$ cat config.mk
export PLATFORM = sky130hd
export DESIGN_NAME = version_message_parser_unit_flat
export DESIGN_NICKNAME = d
export VERILOG_FILES = /design/src/rtl/vmp_pkg.sv /design/src/rtl/vmp_in_if.sv /design/src/rtl/vmp_out_if.sv /design/src/rtl/vmp_front.sv /design/src/rtl/vmp_queue.sv /design/src/rtl/vmp_back.sv /design/src/rtl/version_message_parser_unit.sv /design/src/flat_wrapper.sv
export SDC_FILE = /design/constraint.sdc
export NUM_CORES = 1
export LEC_CHECK = 0
export ABC_AREA = 1
export BUFFER_PORTS_ARGS = -buffer_cell sky130_fd_sc_hd__buf_2
export CORE_MARGIN = 2
export CORE_UTILIZATION = 50
export CTS_CLUSTER_DIAMETER = 120
export DETAILED_ROUTE_END_ITERATION = 8
export GPL_TIMING_DRIVEN = 0
export PLACE_DENSITY_LB_ADDON = 0.12
export SLEW_MARGIN = 20
export SYNTH_ARGS = -nofsm -noshare
export SYNTH_HDL_FRONTEND = slang
export SYNTH_SLANG_ARGS = --single-unit
$ cat constraint.sdc
create_clock -name clk -period 13.33 [get_ports clk]
set_clock_uncertainty 0.05 [all_clocks]
set_input_delay 3.3325 -clock clk [delete_from_list [all_inputs] [get_ports clk]]
set_output_delay 3.3325 -clock clk [all_outputs]
set_load 0.02 [all_outputs]
$ cat src/rtl/vmp_pkg.sv
package vmp_pkg;

  typedef enum logic [3:0] {
    PH_VERSION     = 4'd0,
    PH_SERVICES    = 4'd1,
    PH_TIME        = 4'd2,
    PH_ADDR_RECV   = 4'd3,
    PH_SENDER_ADDR = 4'd4,
    PH_NONCE       = 4'd5,
    PH_PREFIX      = 4'd6,
    PH_LEN16       = 4'd7,
    PH_LEN32       = 4'd8,
    PH_AGENT       = 4'd9,
    PH_HEIGHT      = 4'd10,
    PH_DONE        = 4'd11
  } phase_t;

  localparam int unsigned QUEUE_DEPTH = 4;

  localparam logic [7:0]  PREFIX_LEN16 = 8'hFD;
  localparam logic [7:0]  PREFIX_LEN32 = 8'hFE;
  localparam logic [31:0] MIN_SENDER_ADDR_VERSION = 32'd106;

  localparam logic [4:0] INT32_BYTES = 5'd4;
  localparam logic [4:0] INT64_BYTES = 5'd8;
  localparam logic [4:0] ADDR_BYTES  = 5'd26;
  localparam logic [4:0] LEN16_BYTES = 5'd2;
  localparam logic [4:0] LEN32_BYTES = 5'd4;

  localparam logic KIND_AGENT   = 1'b0;
  localparam logic KIND_SUMMARY = 1'b1;
  localparam logic STATUS_OK    = 1'b0;
  localparam logic STATUS_TRUNC = 1'b1;

  // One queue entry: what one accepted byte asks the output side to send.
  typedef struct packed {
    logic        has_agent;
    logic [7:0]  agent_byte;
    logic        has_summary;
    logic        status;
    logic [31:0] version;
    logic [31:0] height;
    logic [31:0] agent_length;
  } cmd_t;

  // Merge a byte into its little-endian lane.
  function automatic logic [31:0] insert_byte(input logic [31:0] value,
                                              input logic [7:0]  b,
                                              input logic [1:0]  lane);
    logic [31:0] r;
    r = value;
    case (lane)
      2'd0:    r[7:0]   = value[7:0]   | b;
      2'd1:    r[15:8]  = value[15:8]  | b;
      2'd2:    r[23:16] = value[23:16] | b;
      default: r[31:24] = value[31:24] | b;
    endcase
    return r;
  endfunction

endpackage

$ cat src/rtl/vmp_in_if.sv
interface vmp_in_if;
  logic       valid;
  logic       ready;
  logic [7:0] payload_byte;
  logic       last_byte;

  modport source (output valid, output payload_byte, output last_byte, input ready);
  modport sink (input valid, input payload_byte, input last_byte, output ready);
endinterface

$ cat src/rtl/vmp_out_if.sv
interface vmp_out_if;
  logic               valid;
  logic               ready;
  logic               kind;
  logic [7:0]         agent_byte;
  logic               status;
  logic signed [31:0] remote_version;
  logic signed [31:0] remote_height;
  logic [31:0]        agent_length;
  logic               run_end;

  modport source (output valid, output kind, output agent_byte, output status,
                  output remote_version, output remote_height, output agent_length,
                  output run_end, input ready);
  modport sink (input valid, input kind, input agent_byte, input status,
                input remote_version, input remote_height, input agent_length,
                input run_end, output ready);
endinterface

$ cat src/rtl/vmp_front.sv
module vmp_front (
  input  logic           clk,
  input  logic           rst,
  vmp_in_if.sink         bytes,
  input  logic           queue_full,
  output logic           push,
  output vmp_pkg::cmd_t  cmd
);

  vmp_pkg::phase_t phase, phase_upd;
  logic [4:0]      count, count_upd, count_inc;
  logic [31:0]     remain, remain_upd;
  logic [31:0]     version, version_upd;
  logic [31:0]     height, height_upd;
  logic [31:0]     alen, alen_upd;
  logic            accept;
  logic [7:0]      b;

  assign bytes.ready = !queue_full;
  assign accept      = bytes.valid && bytes.ready;
  assign b           = bytes.payload_byte;
  assign count_inc   = count + 5'd1;

  // Next state
  always_comb begin
    phase_upd   = phase;
    count_upd   = count;
    remain_upd  = remain;
    version_upd = version;
    height_upd  = height;
    alen_upd    = alen;
    case (phase)
      vmp_pkg::PH_VERSION: begin
        version_upd = vmp_pkg::insert_byte(version, b, count[1:0]);
        count_upd   = count_inc;
        if (count_inc >= vmp_pkg::INT32_BYTES) begin
          phase_upd = vmp_pkg::PH_SERVICES;
          count_upd = '0;
        end
      end
      vmp_pkg::PH_SERVICES: begin
        count_upd = count_inc;
        if (count_inc >= vmp_pkg::INT64_BYTES) begin
          phase_upd = vmp_pkg::PH_TIME;
          count_upd = '0;
        end
      end
      vmp_pkg::PH_TIME: begin
        count_upd = count_inc;
        if (count_inc >= vmp_pkg::INT64_BYTES) begin
          phase_upd = vmp_pkg::PH_ADDR_RECV;
          count_upd = '0;
        end
      end
      vmp_pkg::PH_ADDR_RECV: begin
        count_upd = count_inc;
        if (count_inc >= vmp_pkg::ADDR_BYTES) begin
          count_upd = '0;
          // the sender address is present only for non-negative versions of 106 and up
          if (!version[31] && version >= vmp_pkg::MIN_SENDER_ADDR_VERSION) begin
            phase_upd = vmp_pkg::PH_SENDER_ADDR;
          end else begin
            phase_upd = vmp_pkg::PH_NONCE;
          end
        end
      end
      vmp_pkg::PH_SENDER_ADDR: begin
        count_upd = count_inc;
        if (count_inc >= vmp_pkg::ADDR_BYTES) begin
          phase_upd = vmp_pkg::PH_NONCE;
          count_upd = '0;
        end
      end
      vmp_pkg::PH_NONCE: begin
        count_upd = count_inc;
        if (count_inc >= vmp_pkg::INT64_BYTES) begin
          phase_upd = vmp_pkg::PH_PREFIX;
          count_upd = '0;
        end
      end
      vmp_pkg::PH_PREFIX: begin
        count_upd = '0;
        alen_upd  = '0;
        if (b == vmp_pkg::PREFIX_LEN16) begin
          phase_upd = vmp_pkg::PH_LEN16;
        end else if (b == vmp_pkg::PREFIX_LEN32) begin
          phase_upd = vmp_pkg::PH_LEN32;
        end else begin
          // any other byte, 0xFF included, is the length itself
          alen_upd   = {24'd0, b};
          remain_upd = {24'd0, b};
          phase_upd  = (b == 8'd0) ? vmp_pkg::PH_HEIGHT : vmp_pkg::PH_AGENT;
        end
      end
      vmp_pkg::PH_LEN16, vmp_pkg::PH_LEN32: begin
        alen_upd  = vmp_pkg::insert_byte(alen, b, count[1:0]);
        count_upd = count_inc;
        if (count_inc >= ((phase == vmp_pkg::PH_LEN16) ? vmp_pkg::LEN16_BYTES
                                                       : vmp_pkg::LEN32_BYTES)) begin
          remain_upd = alen_upd;
          count_upd  = '0;
          phase_upd  = (alen_upd == 32'd0) ? vmp_pkg::PH_HEIGHT : vmp_pkg::PH_AGENT;
        end
      end
      vmp_pkg::PH_AGENT: begin
        remain_upd = remain - 32'd1;
        if (remain_upd == 32'd0) begin
          phase_upd = vmp_pkg::PH_HEIGHT;
          count_upd = '0;
        end
      end
      vmp_pkg::PH_HEIGHT: begin
        height_upd = vmp_pkg::insert_byte(height, b, count[1:0]);
        count_upd  = count_inc;
        if (count_inc >= vmp_pkg::INT32_BYTES) begin
          phase_upd = vmp_pkg::PH_DONE;
          count_upd = '0;
        end
      end
      default: ;
    endcase
  end

  // Outputs: summary reflects the state after this word
  always_comb begin
    cmd.has_agent    = (phase == vmp_pkg::PH_AGENT);
    cmd.agent_byte   = b;
    cmd.has_summary  = bytes.last_byte;
    cmd.status       = (phase_upd == vmp_pkg::PH_DONE) ? vmp_pkg::STATUS_OK
                                                       : vmp_pkg::STATUS_TRUNC;
    cmd.version      = version_upd;
    cmd.height       = height_upd;
    cmd.agent_length = alen_upd;
    push             = accept && (cmd.has_agent || bytes.last_byte);
  end

  always_ff @(posedge clk) begin
    if (rst || (accept && bytes.last_byte)) begin
      phase   <= vmp_pkg::PH_VERSION;
      count   <= '0;
      remain  <= '0;
      version <= '0;
      height  <= '0;
      alen    <= '0;
    end else if (accept) begin
      phase   <= phase_upd;
      count   <= count_upd;
      remain  <= remain_upd;
      version <= version_upd;
      height  <= height_upd;
      alen    <= alen_upd;
    end
  end

endmodule

$ cat src/rtl/vmp_queue.sv
module vmp_queue #(
  parameter int unsigned DEPTH = vmp_pkg::QUEUE_DEPTH
) (
  input  logic          clk,
  input  logic          rst,
  input  logic          push,
  input  vmp_pkg::cmd_t push_cmd,
  input  logic          pop,
  output logic          full,
  output logic          head_valid,
  output vmp_pkg::cmd_t head_cmd
);

  localparam int unsigned PW = $clog2(DEPTH);
  localparam int unsigned CW = $clog2(DEPTH + 1);
  localparam logic [CW-1:0] FULL_COUNT = CW'(DEPTH);
  localparam logic [PW-1:0] LAST_PTR   = PW'(DEPTH - 1);

  vmp_pkg::cmd_t entries [DEPTH];
  logic [PW-1:0] wr_ptr, rd_ptr;
  logic [CW-1:0] count;

  assign full       = (count == FULL_COUNT);
  assign head_valid = (count != '0);
  assign head_cmd   = entries[rd_ptr];

  always_ff @(posedge clk) begin
    if (push) begin
      entries[wr_ptr] <= push_cmd;
    end
  end

  always_ff @(posedge clk) begin
    if (rst) begin
      wr_ptr <= '0;
      rd_ptr <= '0;
      count  <= '0;
    end else begin
      if (push) begin
        wr_ptr <= (wr_ptr == LAST_PTR) ? '0 : wr_ptr + PW'(1);
      end
      if (pop) begin
        rd_ptr <= (rd_ptr == LAST_PTR) ? '0 : rd_ptr + PW'(1);
      end
      case ({push, pop})
        2'b10:   count <= count + CW'(1);
        2'b01:   count <= count - CW'(1);
        default: count <= count;
      endcase
    end
  end

endmodule

$ cat src/rtl/vmp_back.sv
module vmp_back (
  input  logic          clk,
  input  logic          rst,
  input  logic          head_valid,
  input  vmp_pkg::cmd_t head_cmd,
  output logic          pop,
  vmp_out_if.source     results
);

  logic load, take, send_agent, sent_agent;

  always_comb begin
    load       = !results.valid || results.ready;
    take       = load && head_valid;
    send_agent = head_cmd.has_agent && !sent_agent;
    // hold the entry while its summary still has to follow the agent word
    pop        = take && !(send_agent && head_cmd.has_summary);
  end

  always_ff @(posedge clk) begin
    if (rst) begin
      results.valid <= 1'b0;
      sent_agent    <= 1'b0;
    end else begin
      if (load) begin
        results.valid <= head_valid;
      end
      if (take) begin
        sent_agent <= send_agent && head_cmd.has_summary;
      end
    end
  end

  always_ff @(posedge clk) begin
    if (take) begin
      if (send_agent) begin
        results.kind           <= vmp_pkg::KIND_AGENT;
        results.agent_byte     <= head_cmd.agent_byte;
        results.status         <= vmp_pkg::STATUS_OK;
        results.remote_version <= '0;
        results.remote_height  <= '0;
        results.agent_length   <= '0;
        results.run_end        <= !head_cmd.has_summary;
      end else begin
        results.kind           <= vmp_pkg::KIND_SUMMARY;
        results.agent_byte     <= '0;
        results.status         <= head_cmd.status;
        results.remote_version <= head_cmd.version;
        results.remote_height  <= head_cmd.height;
        results.agent_length   <= head_cmd.agent_length;
        results.run_end        <= 1'b1;
      end
    end
  end

endmodule

$ cat src/rtl/version_message_parser_unit.sv
// Peer version payload parser.
// Input channel "bytes": one payload byte per word, last_byte marks the final
// byte of a payload. Output channel "results": one word per user-agent byte
// (kind 0), then one summary word (kind 1) on the last byte carrying status,
// version, start height and decoded agent length. run_end marks the last word
// caused by one input byte.
// Throughput: one byte per cycle while the queue is not full. A last byte that
// is also an agent byte makes two output words, and its queue entry is held
// until the second one is loaded. With an empty queue and a free output
// register, an accepted byte is written into the queue and then loaded from
// there into the output register, which raises results.valid.
// The front end and the output stage are parted by a QUEUE_DEPTH-entry queue;
// bytes.ready drops only when that queue is full, so a stalled receiver
// backs up the queue first and then the input.
// Reset clears the parser to the version field, empties the queue and drops
// results.valid. After each last byte the parser rearms by itself; bytes
// after the start height are ignored until last_byte.
module version_message_parser_unit #(
  parameter int unsigned QUEUE_DEPTH = vmp_pkg::QUEUE_DEPTH
) (
  input  logic      clk,
  input  logic      rst,
  vmp_in_if.sink    bytes,
  vmp_out_if.source results
);

  logic          push, pop, full, head_valid;
  vmp_pkg::cmd_t push_cmd, head_cmd;

  vmp_front u_front (
    .clk        (clk),
    .rst        (rst),
    .bytes      (bytes),
    .queue_full (full),
    .push       (push),
    .cmd        (push_cmd)
  );

  vmp_queue #(
    .DEPTH (QUEUE_DEPTH)
  ) u_queue (
    .clk        (clk),
    .rst        (rst),
    .push       (push),
    .push_cmd   (push_cmd),
    .pop        (pop),
    .full       (full),
    .head_valid (head_valid),
    .head_cmd   (head_cmd)
  );

  vmp_back u_back (
    .clk        (clk),
    .rst        (rst),
    .head_valid (head_valid),
    .head_cmd   (head_cmd),
    .pop        (pop),
    .results    (results)
  );

endmodule

$ cat src/flat_wrapper.sv
// flat-port wrapper written by rule: the top's interface ports become plain ports
module version_message_parser_unit_flat 
#(
  parameter int unsigned QUEUE_DEPTH = vmp_pkg::QUEUE_DEPTH
)
  (clk, rst, bytes_valid, bytes_payload_byte, bytes_last_byte, bytes_ready, results_valid, results_kind, results_agent_byte, results_status, results_remote_version, results_remote_height, results_agent_length, results_run_end, results_ready);
  vmp_in_if bytes_i ();
  vmp_out_if results_i ();
  input  logic clk;
  input  logic rst;
  input wire logic [$bits(bytes_i.valid)-1:0] bytes_valid;
  input wire logic [$bits(bytes_i.payload_byte)-1:0] bytes_payload_byte;
  input wire logic [$bits(bytes_i.last_byte)-1:0] bytes_last_byte;
  output wire logic [$bits(bytes_i.ready)-1:0] bytes_ready;
  output wire logic [$bits(results_i.valid)-1:0] results_valid;
  output wire logic [$bits(results_i.kind)-1:0] results_kind;
  output wire logic [$bits(results_i.agent_byte)-1:0] results_agent_byte;
  output wire logic [$bits(results_i.status)-1:0] results_status;
  output wire logic [$bits(results_i.remote_version)-1:0] results_remote_version;
  output wire logic [$bits(results_i.remote_height)-1:0] results_remote_height;
  output wire logic [$bits(results_i.agent_length)-1:0] results_agent_length;
  output wire logic [$bits(results_i.run_end)-1:0] results_run_end;
  input wire logic [$bits(results_i.ready)-1:0] results_ready;
  assign bytes_i.valid = bytes_valid;
  assign bytes_i.payload_byte = bytes_payload_byte;
  assign bytes_i.last_byte = bytes_last_byte;
  assign bytes_ready = bytes_i.ready;
  assign results_valid = results_i.valid;
  assign results_kind = results_i.kind;
  assign results_agent_byte = results_i.agent_byte;
  assign results_status = results_i.status;
  assign results_remote_version = results_i.remote_version;
  assign results_remote_height = results_i.remote_height;
  assign results_agent_length = results_i.agent_length;
  assign results_run_end = results_i.run_end;
  assign results_i.ready = results_ready;
  version_message_parser_unit #(.QUEUE_DEPTH(QUEUE_DEPTH)) u_core (.clk(clk), .rst(rst), .bytes(bytes_i), .results(results_i));
endmodule
==> metrics.md <==
| Metric | Value |
|---|---|
| Total negative slack | `0 ns` |
| Total number of clock tree sinks | `683` |
| Result of the run | `finished clean` |
| Category of the critical setup timing path | `in2reg` |
| Total Power Consumption | `7130 uW` |
| Part of the cycle the worst path needs | `43.7%` |
| Final Worst Setup Slack | `7.51 ns` |
| Arrival time worst endpoint | `6.07 ns` |
| Top cell type by total area after synthesis | `edfxtp_1` |
| Crit path top cell by count | `buf_12` |
| Share of flip-flops with an asynchronous set or reset after synthesis | `0%` |
| Initial antenna violation count | `1` |
| Sequential fraction of the synthesis area | `67.1%` |
| Drt via density | `5.59` |
| Pin count of the biggest net entering global routing | `24` |
| Data required, critical path | `13.58 ns` |
| Chain of cells forming the critical path | `buf_2 > nand2_1 > inv_1 > clkbuf_1 > o21ai_2 > nor2_4 > buf_16 > buf_12 > buf_12` |
| WL per Instance | `21.1 um` |
| Area of the mapped netlist | `0.0284 mm^2` |
| Setup slack after placement | `6.64 ns` |
| Design internal power | `4530 uW` |
| Number of global-route vias before repair | `20100` |
| Count of different cell masters after synthesis | `46` |
| Setup-failing EPs final | `0` |
| Horizontal extent of the die | `242 um` |
| RD Place Congestion | `0.926` |
| Total of warnings raised by yosys | `0` |
| Detailed placer's ending HPWL | `55200 um` |
| Clock latency at the later pin of the worst-skew pair | `0.61 ns` |
| Full die area | `0.0586 mm^2` |
| Static Leak | `0.0129 uW` |
| CP Capture Type | `register` |
| Post-synthesis compound-gate area fraction | `13.5%` |
| Total of hold buffers inserted after clock tree synthesis | `0` |
| Count of pins over their slew limit | `0` |
| Ant diodes | `0` |
| Height of the die | `242 um` |
| Nature of the critical path startpoint | `input port` |
| Relative contribution of the clock network to total power | `27.2%` |
| Maximum clock rate | `172 MHz` |
| Count of final hold-check violations | `0` |
| Clock tree from TritonCTS | `yes` |
| Switching power summed over all nets | `2600 uW` |
| Unrepaired setup endpoints after global routing | `false` |
| Critical-path top delay cell | `nor2_4` |
| Leftover overflow at the end of global routing | `0` |
| DRT Pass-1 Iters | `6` |
| Largest family of logic cells by synthesized area | `compound AO/OA/AOI/OAI gates` |
| Post-route DRC | `0` |
| Total track usage | `26.7%` |
| Synth-to-layout area growth | `15.9%` |
| Num ports | `122` |
| Clock transition at path regs | `0.06 ns` |
| Flip-flop cell with the highest count after synthesis | `edfxtp_1` |
| Part of the total power dissipated in combinational logic | `33.2%` |
| Xor/xnor share of the synthesized area | `0.212%` |
| Peak supply drop | `0.175 mV` |
| Synthesized instance count | `2709` |
| Global-route wire length before repair | `119000 um` |
| Worst slew slack as a fraction of its limit | `30.5%` |
| Sw Share | `36.4%` |
| Syn Area/Cell | `10.5 um^2` |
| Number of design-rule violations left by the first detailed-router iteration | `1944` |
| FF+latch count, synth | `683` |
| Largest fanout on the critical path | `22` |
| Number of max-cap violations | `0` |
| DRT Wirelength | `78800 um` |
| Layout Nets | `2959` |
| # Post-CTS Setup Buffers | `0` |
| Clock Root Buffer | `clkbuf_16` |
| ANT nets after route | `0` |
| Starting utilization of the core area | `50.4%` |
| Worst hold path type | `reg2reg` |
| Total CTS buffers | `72` |
| Number of buffers between clock root and the deepest sink | `3` |
| Cell types occupying the most area after synthesis | `edfxtp_1 57%, dfxtp_1 10%, o21ai_0 6.9%` |
| Max stage delay on crit path | `0.64 ns` |
| EDFF count, synth | `535` |
| Area of the core region | `0.0563 mm^2` |
| Post-synthesis adder-cell area fraction | `0.732%` |
| Buffers added on ports | `121` |
| Layout cell share with drive strength beyond 1 | `10.8%` |
| Resized Gates After CTS | `0` |
| Post-layout utilization of the core | `58.4%` |
| Overall via count from detail_route | `20900` |
| Pwr per Cell Area | `217 mW/mm^2` |
| Cell Rows | `87` |
| Pin slew with the least headroom to its limit | `1.04 ns` |
| Sequential power share | `39.6%` |
| Deepest level of the CTS H-tree | `3` |
| Proportion of synthesized area in mux cells | `0%` |
| Post-Synth Simple-Gate Area | `12.8%` |
| Final worst path period need | `5.82 ns` |
| Fraction of synthesized cell area taken by the top area cell type | `56.7%` |
| Syn_nets | `2738` |
final cells by class:
type | instances | area [um^2]
inverters | 278 | 1040
flip-flops and latches | 683 | 19000
plain buffers | 144 | 586
fillers | 4781 | 23400
repair buffers | 147 | 1250
multi-input cells | 1604 | 7750
well taps | 756 | 946
clock inverters | 35 | 300
clock buffers | 95 | 1960
per-layer routing:
metal | share of wire [%] | track usage (%) | vias up | wire [um]
li1 | - | - | 9788 | -
met1 | 42 | 36.4 | 10100 | 33400
met2 | 47 | 43.3 | 798 | 37100
met3 | 6.7 | 3.69 | 189 | 5300
met4 | 3.9 | 11.2 | 0 | 3090
met5 | 0 | 0 | - | 0
kinds of logic (layout without fill, tap and decap cells):
logic type / after synthesis / in the layout
compound gates: 693 / 693
xor+xnor: 6 / 6
fa+ha+maj: 16 / 16
buf+inv: 422 / 699
flops: 683 / 683
simple gates: 889 / 889
through the flow:
stage | cell area (um^2) | hold slack, ns | instances
after floorplan | 28400 | 0.408 | 2709
after detailed placement | 30600 | 0.438 | 3612
after global routing | 32900 | 0.484 | 3742
final | 32900 | 0.456 | 3742
after global placement | 29900 | 0.421 | 3586
after CTS | 32900 | 0.460 | 3742
critical path, delay by kind of cell:
| family | cells | cell delay [ns] |
|---|---|---|
| AOI/OAI and AO/OA | 1 | 0.36 |
| buffers and inverters | 6 | 1.62 |
| and+or+nand+nor | 2 | 0.71 |
cells in the final DEF, fill, tap and decap left out, types with 3 or more instances in the layout:
cell type	n
clkinv_4	3
nor2_4	8
nor4_1	5
nor2_1	424
buf_12	9
clkinv_1	13
a21oi_1	103
o21bai_1	43
inv_1	270
o21ai_1	6
clkbuf_8	5
nor3_1	10
nand3_1	55
nor2_2	15
buf_1	5
nand2_2	8
bufinv_16	4
o211ai_1	7
ha_1	15
a31oi_1	13
xnor2_1	3
clkbuf_1	132
o22ai_1	109
nand4_1	15
dfxtp_1	148
o221ai_1	3
o21ai_2	3
nand2_1	341
clkinv_2	11
o21ai_0	393
clkbuf_16	73
buf_16	17
buf_2	142
edfxtp_1	535
inv_2	7
inv_6	3
final timing paths:
check | from | endpoint | slack [ns] | cells past startpoint
max | bytes_valid | u_core.u_queue.entries[2][44] | 7.51 | 9
min | u_core.u_front.height[14] | u_core.u_front.height[14] | 0.46 | 2
max reg2reg | register | u_core.u_back.results.agent_length[8] | 9.47 | 11
min reg2reg | u_core.u_front.height[14] | u_core.u_front.height[14] | 0.46 | 2
power groups by stage:
stage          Combinational (uW)  Sequential, uW  Clock [uW]
6_report                     2360            2820        1940
5_1_grt                      2610            2850        2050
4_1_cts                      2380            2830        1970
3_5_place_dp                 2370            2870           0
3_3_place_gp                 2200            2980           0
2_1_floorplan                1190            3170           0
Yosys cell counts, types with 3 or more instances:
master and n:
nor2_4 4, nor2_2 15, inv_2 7, buf_1 5, nand3_1 55, o221ai_1 3
nand2_1 341, xnor2_1 3, o21ai_0 393, a21oi_1 103, nor4_1 5, clkbuf_1 115
ha_1 15, a31oi_1 14, o21ai_1 8, nand4_1 15, o21bai_1 43, edfxtp_1 535
o22ai_1 109, inv_1 270, nand2_2 8, dfxtp_1 148, nor3_1 10, o211ai_1 7
nor2_1 428, buf_2 21
registers in the layout, summed over array words and instances (netlist names), 2 cells and up, named ones only:
signal / count
u_core.u_front.height: 32
u_core.u_front.phase: 4
u_core.u_front.count: 5
u_core.u_back.results.agent_byte: 8
u_core.u_queue.wr_ptr: 2
u_core.u_front.version: 32
u_core.u_back.results.remote_height: 32
u_core.u_queue.count: 3
u_core.u_front.remain: 32
u_core.u_back.results.agent_length: 32
u_core.u_queue.entries: 428
u_core.u_queue.rd_ptr: 2
u_core.u_back.results.remote_version: 32
u_core.u_front.alen: 32
Power figures use the tool's default switching activity.
